`src/hw/rtl/kwm_pkg.sv`:
```
// shared types and constants of the k-way merge heap core
package kwm_pkg;

  localparam int NumSources = 16;
  localparam int AddrW      = (NumSources > 1) ? $clog2(NumSources) : 1;
  localparam int CntW       = $clog2(NumSources + 1);
  localparam int KeyW       = 32;
  localparam int SrcW       = 4;
  localparam int FuncW      = 2;

  typedef enum logic [FuncW-1:0] {
    FUNC_LOAD   = 2'd0,
    FUNC_BUILD  = 2'd1,
    FUNC_REFILL = 2'd2
  } func_e;

  typedef enum logic [1:0] {
    PH_LOADING = 2'd0,
    PH_MERGING = 2'd1,
    PH_DONE    = 2'd2
  } phase_e;

  typedef struct packed {
    logic [FuncW-1:0]       func;
    logic signed [KeyW-1:0] key;
    logic                   present;
  } in_item_t;

  typedef struct packed {
    logic signed [KeyW-1:0] key_out;
    logic [SrcW-1:0]        source_out;
    logic                   valid_res;
  } out_item_t;

  typedef struct packed {
    logic signed [KeyW-1:0] key;
    logic [SrcW-1:0]        src;
    logic                   present;
  } slot_t;

endpackage

```
`src/hw/rtl/k_way_merge_heap_core.sv`:
```
// k-way merge over a binary min-heap of stream heads kept in one slot memory
// load: one cycle per transfer, loads may follow back to back
// refill: the root takes the new head, or the last entry if the source ran dry, and
//   sinks level by level (at most log2 of the heap size levels), then the root is emitted
// build: empty slots take the tail entry, inner nodes sink from the last up, root is emitted
// reset clears control and phase; the slot memory is not cleared and is only read once written
module k_way_merge_heap_core (
  input  logic              clk_i,
  input  logic              rst_ni,
  input  logic              in_valid_i,
  output logic              in_stall_o,
  input  kwm_pkg::in_item_t in_data_i,
  output logic              out_valid_o,
  input  logic              out_stall_i,
  output kwm_pkg::out_item_t out_data_o
);
  import kwm_pkg::*;

  typedef enum logic [13:0] {
    ST_IDLE  = 14'b00000000000001,
    ST_B_RD  = 14'b00000000000010,
    ST_B_CHK = 14'b00000000000100,
    ST_B_MOV = 14'b00000000001000,
    ST_H_NXT = 14'b00000000010000,
    ST_S_LD  = 14'b00000000100000,
    ST_S_TK  = 14'b00000001000000,
    ST_S_CHK = 14'b00000010000000,
    ST_S_R   = 14'b00000100000000,
    ST_S_C   = 14'b00001000000000,
    ST_S_WR  = 14'b00010000000000,
    ST_E_RD  = 14'b00100000000000,
    ST_E_WT  = 14'b01000000000000,
    ST_E_OUT = 14'b10000000000000
  } state_e;

  state_e    state_q, state_d;
  phase_e    phase_q, phase_d;
  logic [CntW-1:0]  cnt_q, cnt_d;
  logic [CntW-1:0]  loaded_q, loaded_d;
  logic [CntW-1:0]  idx_q, idx_d;
  logic [CntW-1:0]  sub_q, sub_d;
  logic [AddrW-1:0] pos_q, pos_d;
  logic             has_r_q, has_r_d;
  logic             building_q, building_d;
  slot_t            tk_q, tk_d;
  slot_t            lft_q, lft_d;
  out_item_t        res_q, res_d;
  out_item_t        out_q, out_d;
  logic             out_valid_q, out_valid_d;

  // slot memory, one write and one registered read per cycle
  slot_t            slot_mem [NumSources];
  slot_t            rd_q;
  logic [AddrW-1:0] raddr;
  logic             we;
  logic [AddrW-1:0] waddr;
  slot_t            wdata;

  logic [AddrW:0]   lft_ix;
  logic [AddrW+1:0] rgt_ix;
  logic [CntW-1:0]  base;
  logic             pick_r;
  slot_t            pick;
  logic [AddrW-1:0] pick_ix;

  assign in_stall_o  = (state_q != ST_IDLE);
  assign out_valid_o = out_valid_q;
  assign out_data_o  = out_q;

  assign lft_ix  = {pos_q, 1'b1};
  assign rgt_ix  = (AddrW+2)'(lft_ix) + (AddrW+2)'(1);
  assign base    = (phase_q != PH_LOADING) ? '0 : loaded_q;
  assign pick_r  = has_r_q && ($signed(rd_q.key) < $signed(lft_q.key));
  assign pick    = pick_r ? rd_q : lft_q;
  assign pick_ix = pick_r ? rgt_ix[AddrW-1:0] : lft_ix[AddrW-1:0];

  always_comb begin
    state_d     = state_q;
    phase_d     = phase_q;
    cnt_d       = cnt_q;
    loaded_d    = loaded_q;
    idx_d       = idx_q;
    sub_d       = sub_q;
    pos_d       = pos_q;
    has_r_d     = has_r_q;
    building_d  = building_q;
    tk_d        = tk_q;
    lft_d       = lft_q;
    res_d       = res_q;
    out_d       = out_q;
    out_valid_d = out_valid_q;
    raddr       = '0;
    we          = 1'b0;
    waddr       = '0;
    wdata       = tk_q;

    if (out_valid_q && !out_stall_i) begin
      out_valid_d = 1'b0;
    end

    unique case (state_q)
      ST_IDLE: begin
        if (in_valid_i) begin
          case (in_data_i.func)
            FUNC_LOAD: begin
              if (phase_q != PH_LOADING) begin
                phase_d = PH_LOADING;
                cnt_d   = '0;
              end
              loaded_d = base;
              if (base < CntW'(NumSources)) begin
                we       = 1'b1;
                waddr    = AddrW'(base);
                wdata    = '{key: in_data_i.key, src: SrcW'(base),
                             present: in_data_i.present};
                loaded_d = base + CntW'(1);
              end
            end
            FUNC_BUILD: begin
              if (phase_q == PH_LOADING) begin
                cnt_d   = loaded_q;
                idx_d   = '0;
                state_d = ST_B_RD;
              end
            end
            FUNC_REFILL: begin
              if (phase_q == PH_MERGING && cnt_q != '0) begin
                pos_d = '0;
                if (in_data_i.present) begin
                  tk_d    = '{key: in_data_i.key, src: res_q.source_out, present: 1'b1};
                  state_d = ST_S_CHK;
                end else begin
                  // last entry moves into the root
                  cnt_d   = cnt_q - CntW'(1);
                  state_d = (cnt_q == CntW'(1)) ? ST_E_RD : ST_S_LD;
                end
              end
            end
            default: ;
          endcase
        end
      end
      ST_B_RD: begin
        if (idx_q < cnt_q) begin
          raddr   = AddrW'(idx_q);
          state_d = ST_B_CHK;
        end else begin
          sub_d      = cnt_q >> 1;
          building_d = 1'b1;
          state_d    = ST_H_NXT;
        end
      end
      ST_B_CHK: begin
        if (rd_q.present) begin
          idx_d   = idx_q + CntW'(1);
          state_d = ST_B_RD;
        end else begin
          raddr   = AddrW'(cnt_q - CntW'(1));
          cnt_d   = cnt_q - CntW'(1);
          state_d = ST_B_MOV;
        end
      end
      ST_B_MOV: begin
        we      = 1'b1;
        waddr   = AddrW'(idx_q);
        wdata   = rd_q;
        state_d = ST_B_RD;
      end
      ST_H_NXT: begin
        if (sub_q == '0) begin
          building_d = 1'b0;
          state_d    = ST_E_RD;
        end else begin
          sub_d   = sub_q - CntW'(1);
          pos_d   = AddrW'(sub_q - CntW'(1));
          state_d = ST_S_LD;
        end
      end
      ST_S_LD: begin
        raddr   = building_q ? pos_q : AddrW'(cnt_q);
        state_d = ST_S_TK;
      end
      ST_S_TK: begin
        tk_d    = rd_q;
        state_d = ST_S_CHK;
      end
      ST_S_CHK: begin
        if ((AddrW+1)'(cnt_q) > lft_ix) begin
          raddr   = lft_ix[AddrW-1:0];
          state_d = ST_S_R;
        end else begin
          state_d = ST_S_WR;
        end
      end
      ST_S_R: begin
        lft_d = rd_q;
        if ((AddrW+2)'(cnt_q) > rgt_ix) begin
          raddr   = rgt_ix[AddrW-1:0];
          has_r_d = 1'b1;
        end else begin
          has_r_d = 1'b0;
        end
        state_d = ST_S_C;
      end
      ST_S_C: begin
        if ($signed(pick.key) < $signed(tk_q.key)) begin
          we      = 1'b1;
          waddr   = pos_q;
          wdata   = pick;
          pos_d   = pick_ix;
          state_d = ST_S_CHK;
        end else begin
          state_d = ST_S_WR;
        end
      end
      ST_S_WR: begin
        we      = 1'b1;
        waddr   = pos_q;
        wdata   = tk_q;
        state_d = building_q ? ST_H_NXT : ST_E_RD;
      end
      ST_E_RD: begin
        if (cnt_q == '0) begin
          res_d   = '0;
          phase_d = PH_DONE;
          state_d = ST_E_OUT;
        end else begin
          raddr   = '0;
          state_d = ST_E_WT;
        end
      end
      ST_E_WT: begin
        res_d   = '{key_out: rd_q.key, source_out: rd_q.src, valid_res: 1'b1};
        phase_d = PH_MERGING;
        state_d = ST_E_OUT;
      end
      ST_E_OUT: begin
        if (!out_valid_q || !out_stall_i) begin
          out_d       = res_q;
          out_valid_d = 1'b1;
          state_d     = ST_IDLE;
        end
      end
      default: state_d = ST_IDLE;
    endcase
  end

  // no read whose data is used targets an entry written in the same cycle, so no bypass
  always_ff @(posedge clk_i) begin
    if (we) begin
      slot_mem[waddr] <= wdata;
    end
    rd_q <= slot_mem[raddr];
  end

  always_ff @(posedge clk_i or negedge rst_ni) begin
    if (!rst_ni) begin
      state_q     <= ST_IDLE;
      phase_q     <= PH_LOADING;
      cnt_q       <= '0;
      loaded_q    <= '0;
      idx_q       <= '0;
      sub_q       <= '0;
      pos_q       <= '0;
      has_r_q     <= 1'b0;
      building_q  <= 1'b0;
      out_valid_q <= 1'b0;
    end else begin
      state_q     <= state_d;
      phase_q     <= phase_d;
      cnt_q       <= cnt_d;
      loaded_q    <= loaded_d;
      idx_q       <= idx_d;
      sub_q       <= sub_d;
      pos_q       <= pos_d;
      has_r_q     <= has_r_d;
      building_q  <= building_d;
      out_valid_q <= out_valid_d;
    end
  end

  always_ff @(posedge clk_i) begin
    tk_q  <= tk_d;
    lft_q <= lft_d;
    res_q <= res_d;
    out_q <= out_d;
  end

endmodule

```
`config.mk`:
```
export PLATFORM = sky130hd
export DESIGN_NAME = k_way_merge_heap_core
export DESIGN_NICKNAME = d
export VERILOG_FILES = /design/src/hw/rtl/kwm_pkg.sv /design/src/hw/rtl/k_way_merge_heap_core.sv
export SDC_FILE = /design/constraint.sdc
export NUM_CORES = 1
export LEC_CHECK = 0
export ABC_AREA = 1
export BUFFER_PORTS_ARGS = -buffer_cell sky130_fd_sc_hd__buf_2
export CORE_MARGIN = 5
export CORE_UTILIZATION = 35
export DETAILED_ROUTE_END_ITERATION = 8
export GPL_ROUTABILITY_DRIVEN = 1
export SYNTH_ARGS = -nofsm -noshare
export SYNTH_HDL_FRONTEND = slang
export SYNTH_SLANG_ARGS = --single-unit
```
`constraint.sdc`:
```
create_clock -name clk_i -period 11.3 [get_ports clk_i]
set_clock_uncertainty 0.1 [all_clocks]
set_input_delay 1.695 -clock clk_i [delete_from_list [all_inputs] [get_ports clk_i]]
set_output_delay 1.695 -clock clk_i [all_outputs]
set_load 0.02 [all_outputs]
```
# After elaboration in Yosys (flattened, before gate mapping)
# Memory sizes are Yosys's and may differ from the RTL's. A register that Yosys moved wholly into a read port is not among the register bits.
# Index checks and enable logic that the tools add are counted.
# word_totals
mem_count	1
output_inout_bits	39
rom_bits	0
latchBits	0
elab_cells	188
mem_bits_rw	592
in_bits	39
ff_bits	191
# mem_list
memory	depth	width	rd	rd_clocked_by_memory_dff	write_ports	line	rtl
slot_mem	16	37	1	1	1	k_way_merge_heap_core.sv:52	slot_t slot_mem [NumSources];
# classes
div	0
order_cmp	6
shifts	0
n_reduce_logical	30
muxes	83
n_eq_ne	41
bitwise	0
n_addsub	5
mul	0
# op_table
operator	n
two-way mux 37 bit	10
one-hot mux 14 bit (14 select lines)	1
one-hot mux 37 bit (2 select lines)	2
one-hot mux 37 bit (3 select lines)	1
two-way mux 5 bit	15
two-way mux 14 bit	5
< comparator 32 bit	2
two-way mux 4 bit	16
two-way mux 12 bit	4
one-hot mux 5 bit (2 select lines)	3
one-hot mux 14 bit (2 select lines)	1
inequality test 2 bit, second input constant	13
two-way mux 11 bit	2
one-hot mux 4 bit (5 select lines)	1
AND reduction 5 bit	4
one-hot mux 4 bit (4 select lines)	1
one-hot mux 5 bit (3 select lines)	1
== test 14 x 1 -> 1 bit, second input constant	1
== test 14 x 10 -> 1 bit, second input constant	1
== test 14 x 11 -> 1 bit, second input constant	1
== test 14 x 12 -> 1 bit, second input constant	1
== test 14 x 13 -> 1 bit, second input constant	1
== test 14 bit, second input constant	1
== test 14 x 2 -> 1 bit, second input constant	1
other kinds (41)	76

# Longest topological paths before layout
# Gate-level depths: netlist of the first run.
# logic_depth
ltp_word	9
depth_mapped	37
mapped_depth_nobuf	34

# Least setup slack after synthesis of the first run
# OpenSTA, ideal clock, no wires.
# synth_path
kind	register -> register
startpoint	register lft_q[26] (netlist name)
endpoint	memory slot_mem[0][0] (netlist name), enable pin
setup_time_ns	0.431
t_arrival_ns	5.298
setup_slack_ns	5.471
t_required_ns	10.769
synth_period_minus_slack_ns	5.829
path_stages_with_launch	27
path_buffers	2
cell_sequence	edfxtp_1 > inv_1 > ha_1 > a21oi_1 > nor2_1 > nor2_1 > nand3_1 > a21oi_1 > nand3_1 > nand3_1 > clkbuf_1 > clkbuf_1 > o21ai_0 > ha_1 > nand2_1 > inv_1 > nand3_1 > nor3_1 > nor4b_1 > nand2_2 > nand2_2 > nand2_2 > nand3_4 > nand2_4 > a21boi_2 > nand3_1 > nor2_1
# synth_via
elab_chain_len	8
elab_cells_between_ends	10
cone_classes	order compare (2); mux (7); reduce/logical (1)
# synth_lines
item	line	rtl
start: declaration	k_way_merge_heap_core.sv:46	slot_t lft_q, lft_d;
start signal: assignment	k_way_merge_heap_core.sv:284	lft_q <= lft_d;
< comparator 32 bit	k_way_merge_heap_core.sv:73	assign pick_r = has_r_q && ($signed(rd_q.key) < $signed(lft_q.key));
logical AND 1 bit	k_way_merge_heap_core.sv:73	
two-way mux 37 bit (*)	k_way_merge_heap_core.sv:74	assign pick = pick_r ? rd_q : lft_q;
< comparator 32 bit (*)	k_way_merge_heap_core.sv:206	if ($signed(pick.key) < $signed(tk_q.key)) begin
two-way mux 1 bit	k_way_merge_heap_core.sv:206	
one-hot mux 1 bit (3 select lines)	k_way_merge_heap_core.sv:101	unique case (state_q)
two-way mux 1 bit	k_way_merge_heap_core.sv:250	if (we) begin
two-way mux 1 bit (implied by the code)	k_way_merge_heap_core.sv:251	slot_mem[waddr] <= wdata;
end: declaration	k_way_merge_heap_core.sv:52	
# Every way passes the cells marked *; elsewhere a longest branch is shown, timed or not.

# Worst setup path after layout of the first run
# layout_path
startpoint	register lft_q[26] (netlist name)
endpoint	memory slot_mem[14][26] (netlist name), enable pin
# The elaborated chain is that of the path after synthesis.

==> results of run 1 <==
==> power groups by stage <==
stage | Sequential, W | Clock, W | Combinational (W)
2_1_floorplan | 0.00427 | 0 | 0.00151
3_3_place_gp | 0.00433 | 0 | 0.00253
3_5_place_dp | 0.00433 | 0 | 0.00256
4_1_cts | 0.00427 | 0.00275 | 0.00257
5_1_grt | 0.00429 | 0.00288 | 0.00288
6_report | 0.00427 | 0.00270 | 0.00262
==> final timing paths <==
path	end	slack (ps)	depth (start not counted)
hold reg to reg	out_data_o[29]	320	0
hold / removal	out_data_o[29]	320	0
min in group asynchronous	loaded_q[0]	1140	1
setup reg to reg	slot_mem[14][26]	4780	26
setup / recovery	slot_mem[14][26]	4780	26
max in group asynchronous	sub_q[4]	9280	1
==> critical path, delay by kind of cell, from the launching register on <==
| kind | cells | cell delay [ps] |
|---|---|---|
| simple gates | 16 | 2920 |
| buf+inv | 4 | 1200 |
| compound gates | 4 | 790 |
| fa+ha+maj | 2 | 720 |
| flops | 1 | 350 |
==> cells by family (layout without fill, tap and decap cells) <==
family	Yosys count	in the layout	share of synthesized area, %
buffers and inverters	378	515	4.21
AND/OR/NAND/NOR	1157	1157	13.0
AO/OA/AOI/OAI	722	722	12.0
XOR/XNOR	9	9	0.221
other	0	1	0
adder cells (fa/ha/maj)	86	86	3.02
flip-flops	820	820	67.5
multiplexers	3	3	0.0948
==> registers in the layout (all words and copies together) (netlist names) <==
signal / count
tk_q: 37
out_data_o: 37
rd_q: 37
pos_q: 4
cnt_q: 5
out_valid_o: 1
lft_q: 37
building_q: 1
sub_q: 5
has_r_q: 1
loaded_q: 5
phase_q: 2
res_q: 37
state_q: 14
idx_q: 5
slot_mem: 592
==> per-stage QoR <==
step                      worst slack [ps]  cell area [um2]
after detailed placement              4710            37800
final                                 4780            40500
after global placement                4700            37800
after floorplan                       5470            35600
after global routing                  4320            40500
after CTS                             4660            40500
==> placed cells by master, fill, tap and decap left out, drive strengths merged, types with 37 or more instances in the layout <==
cell type	n
nand2	768
o21ai	391
o221ai	75
buf	142
nor2	282
ha	86
dfrtp	42
clkbuf	110
edfxtp	740
inv	223
a21oi	127
dfxtp	37
==> synthesized netlist by cell type, types with 3 or more instances <==
master | number | area, um2
nor3_2 | 3 | 30.0
dfrtp_1 | 42 | 1050
nand2_1 | 762 | 2860
o211ai_1 | 21 | 158
a31oi_1 | 29 | 181
nand4_1 | 8 | 50.1
dfxtp_1 | 37 | 741
a2111oi_0 | 3 | 26.3
nand2_2 | 4 | 25.0
edfxtp_1 | 740 | 22200
a22oi_1 | 4 | 30.0
xor2_1 | 4 | 35.0
o32ai_1 | 3 | 26.3
o221ai_1 | 75 | 657
o21ai_0 | 327 | 1640
buf_4 | 6 | 45.0
clkinv_1 | 3 | 11.3
a21oi_1 | 126 | 631
or2_2 | 20 | 125
clkbuf_1 | 102 | 383
nor2_2 | 5 | 31.3
inv_1 | 205 | 769
o21ai_1 | 62 | 310
xnor2_1 | 5 | 43.8
nor3_1 | 25 | 125
nor2_1 | 276 | 1040
inv_2 | 15 | 56.3
a211oi_1 | 9 | 67.6
ha_1 | 86 | 1080
a221oi_1 | 33 | 289
clkbuf_2 | 3 | 15.0
buf_2 | 43 | 215
nand3_1 | 32 | 160
mux2_2 | 3 | 33.8
o22ai_1 | 9 | 56.3
nor4_1 | 11 | 68.8
==> routing by layer <==
layer / part of all wire [%] / up-vias / global-route usage, %
met5: 0 / - / 0
met4: 3.1 / 0 / 6.32
met3: 8.5 / 167 / 2.93
met2: 46 / 1068 / 29.1
met1: 42 / 11900 / 24.3
li1: - / 11400 / -
==> layout make-up <==
cell class                 instances  area [um2]  share of cell area [%]
sequential                       820       24000                    59.3
multi-input combinational       1977       10400                    25.6
clock buffer                     110        2230                    5.50
tap                             1368        1710                    4.22
timing repair buffer             142         886                    2.19
inverter                         223         842                    2.08
clock inverter                    40         423                    1.04
antenna                            1        2.50                 0.00617
==> impl_results.md, run 1 <==
- Status: complete, no violations
- CTS resizes: 0
- Setup TNS: 0 ps
- Grt total ovfl: 0
- Share of cells above drive strength 1: 10.9%
- #FFs+latches synth: 820
- Post-synth EDFFs: 740
- Fin crit period: 6520 ps
- Sw Pwr: 0.00330 W
- Pwr Density: 237 nW/um2
- Setup Viol. Count Final: 0
- R2r startpoint: lft_q[26]
- Syn Inst Count: 3175
- CP startpoint kind: register
- CTS Buf Count: 83
- Drt pass-1 iters: 6
- GPL Wtd Cong: 0.889
- CTS sink cnt: 820
- Yosys cell types: 63
- Critical Path Fanout Max: 74
- Residual DRC: 0
- Combinational Power Share: 27.3%
- Die area: 108000 um2
- Rel. slew slack: 14.4%
- Boundary Pins: 78
- Post-synthesis net count: 3300
- Slowest stage cell, crit path: nor2_4
- Vias in the first global route: 23500
- Critical path capture point type: register
- Worst vdd ir: 0.000126 V
- Placed insts: 4529
- Register clock-pin slew on the reported worst setup and hold paths: 60 ps
- Detail Placement HPWL: 57000 um
- Seq/Total Area, Yosys: 67.5%
- Critical path origin: lft_q[26]
- Antenna violations before repair: 1
- Fill cell count: 9626
- Routed vias: 24600
- Synth Cell Area: 35600 um2
- Hold WC Path Type: reg -> reg
- Max Fclk: 153 MHz
- Drt via density: 5.25
- Util after Layout: 40.0%
- Rows: 117
- Final wirelength: 98600 um
- Mean post-synth cell area: 11.2 um2
- Seq pwr share: 44.5%
- Max-Cap Viols: 0
- Worst slew pin tran: 1280 ps
- CTS Root Cell: clkbuf_16
- IO buf count: 77
- Critical path's largest stage delay: 720 ps
- Hold WS: 317 ps
- Crit share post-route: 57.7%
- Post-synth top flop: edfxtp_1
- Worst-Skew Late Latency: 650 ps
- Setup CP Type: reg -> reg
- Final-report max-slew violation count: 0
- Clock buffer depth: 3
- Die Wd: 329 um
- Post-CTS Setup Bufs: 0
- Crit path required time: 11490 ps
- Core area: 101000 um2
- Starting DRT DRC Count: 2480
- Post-route ant nets: 0
- Post-layout nets: 3372
- Die Y: 329 um
- Largest net degree at the start of global routing: 136
- CTS tree: built
- Clk pwr share: 28.1%
- All-Layer GR Usage: 17.8%
- Yosys warning count: 0
- Routed WL per cell: 21.1 um
- Post-synth ARST share: 5.24%
- Switch share: 34.4%
- H-tree levels: 3
- Leak: 15.0 nW
- CP arrival: 6720 ps
- Area Overhead vs Synth: 13.7%
- Setup repair after global routing missed its margin: false
- Hold_sp: res_q[29]
- Pwr Total: 0.00959 W
- Number of buffers added to fix hold violations after cts: 0
- Final Non-Filler Cells: 4681
- Initial Util: 35.1%
- Hold Fails Final Rpt: 0
- First-pass GRT wire length: 148000 um
- Cell internal pwr: 0.00629 W
Power figures use the tool's default switching activity.
==> run 2: changes to the inputs <==
==> constraint.sdc (replaced) <==
create_clock -name clk_i -period 5.3 [get_ports clk_i]
set_clock_uncertainty 0.1 [all_clocks]
set_input_delay 0.795 -clock clk_i [delete_from_list [all_inputs] [get_ports clk_i]]
set_output_delay 0.795 -clock clk_i [all_outputs]
set_load 0.02 [all_outputs]
==> impl_results.md, run 2 (synthesized netlist as in run 1, its figures left out) <==
- Top reg by flops: slot_mem
- Slowest stage cell, crit path: edfxtp_1
- Hold Fails Final Rpt: 0 (unchanged)
- CP startpoint kind: register
- Worst path most repeated cell: buf_4
- Setup TNS: 0 ps (unchanged)
- Rows: 117 (unchanged)
- Post-route ant nets: 0 (unchanged)
- Die Y: 329 um (unchanged)
- Util after Layout: 41.2% (+1.2 points)
- Critical path's largest stage delay: 360 ps (-360 ps)
- Routed WL per cell: 20.7 um (-1.9%)
- Core area: 101000 um2 (unchanged)
- GPL Wtd Cong: 0.890 (+0.11%)
- Commonest non-fill, non-tap cells in the layout: nand2_1 (753), edfxtp_1 (740), o21ai_0 (315)
- Starting DRT DRC Count: 2741 (+11%)
- All-Layer GR Usage: 17.4% (-0.48 points)
- Max Fclk: 196 MHz (+28%)
- Clock buffer depth: 3 (unchanged)
- Residual DRC: 0 (unchanged)
- Post-Place Setup Slack: -105 ps (-4810 ps)
- Register clock-pin slew on the reported worst setup and hold paths: 70 ps (about the same)
- Fin crit period: 5100 ps (-1420 ps)
- Die Wd: 329 um (unchanged)
- Pwr Density: 512 nW/um2 (+120%)
- Post-layout nets: 3436 (+1.9%)
- Critical path capture point type: register
- Max reg flops: 592 (unchanged)
- Antenna violations before repair: 2 (+1)
- Setup CP Type: reg -> reg
- Drt via density: 5.23 (-0.41%)
- Most common cell after layout, fill and taps aside: nand2_1
- First-pass GRT wire length: 145000 um (-1.6%)
- Fill cell count: 9443 (-1.9%)
- Die area: 108000 um2 (unchanged)
- Grt total ovfl: 0 (unchanged)
- Vias in the first global route: 23000 (-2.3%)
- Critical Path Fanout Max: 26 (-65%)
- CTS Root Cell: clkbuf_16
- Hold WC Path Type: in -> async
- Share of cells above drive strength 1: 13.1% (+2.2 points)
- Max-Cap Viols: 0 (unchanged)
- Setup Viol. Count Final: 0 (unchanged)
- Hold WS: 210 ps (-107 ps)
- Status: complete, no violations
- Largest net degree at the start of global routing: 90 (-34%)
- Worst slew pin tran: 1060 ps (-215 ps)
- Footprint of the multi-input gates: 10500 um2 (+0.69%)
- Crit path required time: 5650 ps (-5840 ps)
- CTS Buf Count: 80 (-3.6%)
- Final wirelength: 98000 um (-0.57%)
- Drt pass-1 iters: 6 (unchanged)
- CTS sink cnt: 820 (unchanged)
- Final-report max-slew violation count: 0 (unchanged)
- Leak: 15.6 nW (+4.1%)
- CTS tree: built
- Initial Util: 35.1% (unchanged)
- Area Overhead vs Synth: 17.2%
- Rel. slew slack: 29.0% (+15 points)
- Ant diodes: 0 (-1)
- PnR worst setup slack: 197 ps (-4580 ps)
- Boundary Pins: 78 (unchanged)
- H-tree levels: 3 (unchanged)
- Detail Placement HPWL: 63400 um (+11%)
- Setup slack, reg-to-reg: 200 ps (-4580 ps)
- Worst vdd ir: 0.000263 V (+110%)
- Worst-Skew Late Latency: 660 ps (about the same)
- Routed vias: 24800 (+0.91%)
- Crit share post-route: 96.3% (+39 points)
- CP arrival: 5450 ps (-1270 ps)
- Area occupied by registers: 24000 um2 (unchanged)
- IO buf count: 77 (unchanged)
run 2: cell types whose count changed in the layout (fill, tap and decap cells not counted), moves of 6 or more:
| cell | before | now |
|---|---|---|
| buf_12 | 1 | 44 |
| a31oi_1 | 16 | 28 |
| a31oi_2 | 13 | 1 |
| o21ai_0 | 327 | 315 |
| o21ai_1 | 62 | 72 |
| buf_6 | 0 | 9 |
| buf_4 | 64 | 72 |
| clkinv_2 | 8 | 16 |
| nand2_1 | 761 | 753 |
| clkinv_1 | 18 | 12 |
run 2: critical path: cells and delay by family (launching register included):
kind | cells | cell delay [ps]
buffers and inverters | 8 | 1410
adders and majority gates | 2 | 680
DFF | 1 | 360
AOI/OAI and AO/OA | 4 | 710
and+or+nand+nor | 14 | 1600
run 2: area by class of cell:
type / instances / area share (%)
Sequential cell: 820 / 57.6
Clock inverter: 44 / 1.22
Timing Repair Buffer: 209 / 4.99
Tap cell: 1368 / 4.10
Multi-Input combinational cell: 1977 / 25.1
Inverter: 223 / 2.02
Clock buffer: 102 / 5.04
run 2: metrics by stage:
| stage | area [um2] | std cells | power [W] |
|---|---|---|---|
| 2_1_floorplan | 35700 | 3175 | 0.0123 |
| 3_3_place_gp | 38700 | 4585 | 0.0154 |
| 3_5_place_dp | 38700 | 4585 | 0.0155 |
| 4_1_cts | 41400 | 4731 | 0.0212 |
| 5_1_grt | 41800 | 4743 | 0.0223 |
| 6_report | 41800 | 4743 | 0.0214 |
run 2: final timing paths:
| path | startpoint | to | cells past startpoint |
|---|---|---|---|
| setup reg to reg | lft_q[26] | slot_mem[10][13] | 28 |
| max in group asynchronous | rst_ni | state_q[13] | 1 |
| hold / removal | rst_ni | idx_q[0] | 1 |
| hold reg to reg | res_q[35] | out_data_o[35] | 0 |
| setup / recovery | lft_q[26] | slot_mem[10][13] | 28 |
| min in group clk_i | res_q[35] | out_data_o[35] | 0 |
run 2: power breakdown:
part           switching (W)  leakage (nW)  internal, W
registers           0.000374          7.69      0.00872
clock network        0.00247          1.28      0.00324
logic                0.00471          6.66      0.00185
run 2: what timing repair did:
item                       4_1_cts  5_1_grt
gates resized for setup          4       59
hold buffers                     0        0
setup endpoints to repair      623     1136
gates cloned                     0        9
setup buffers                    0        3
pin swaps                        0        7
run 2: layer usage:
metal | GRT usage, % | part of all wire, % | vias up
met5 | 0 | 0.013 | -
met2 | 26.4 | 45 | 1056
li1 | - | - | 11500
met3 | 3.04 | 8.7 | 111
met4 | 4.24 | 1.9 | 2
met1 | 26.0 | 45 | 12100
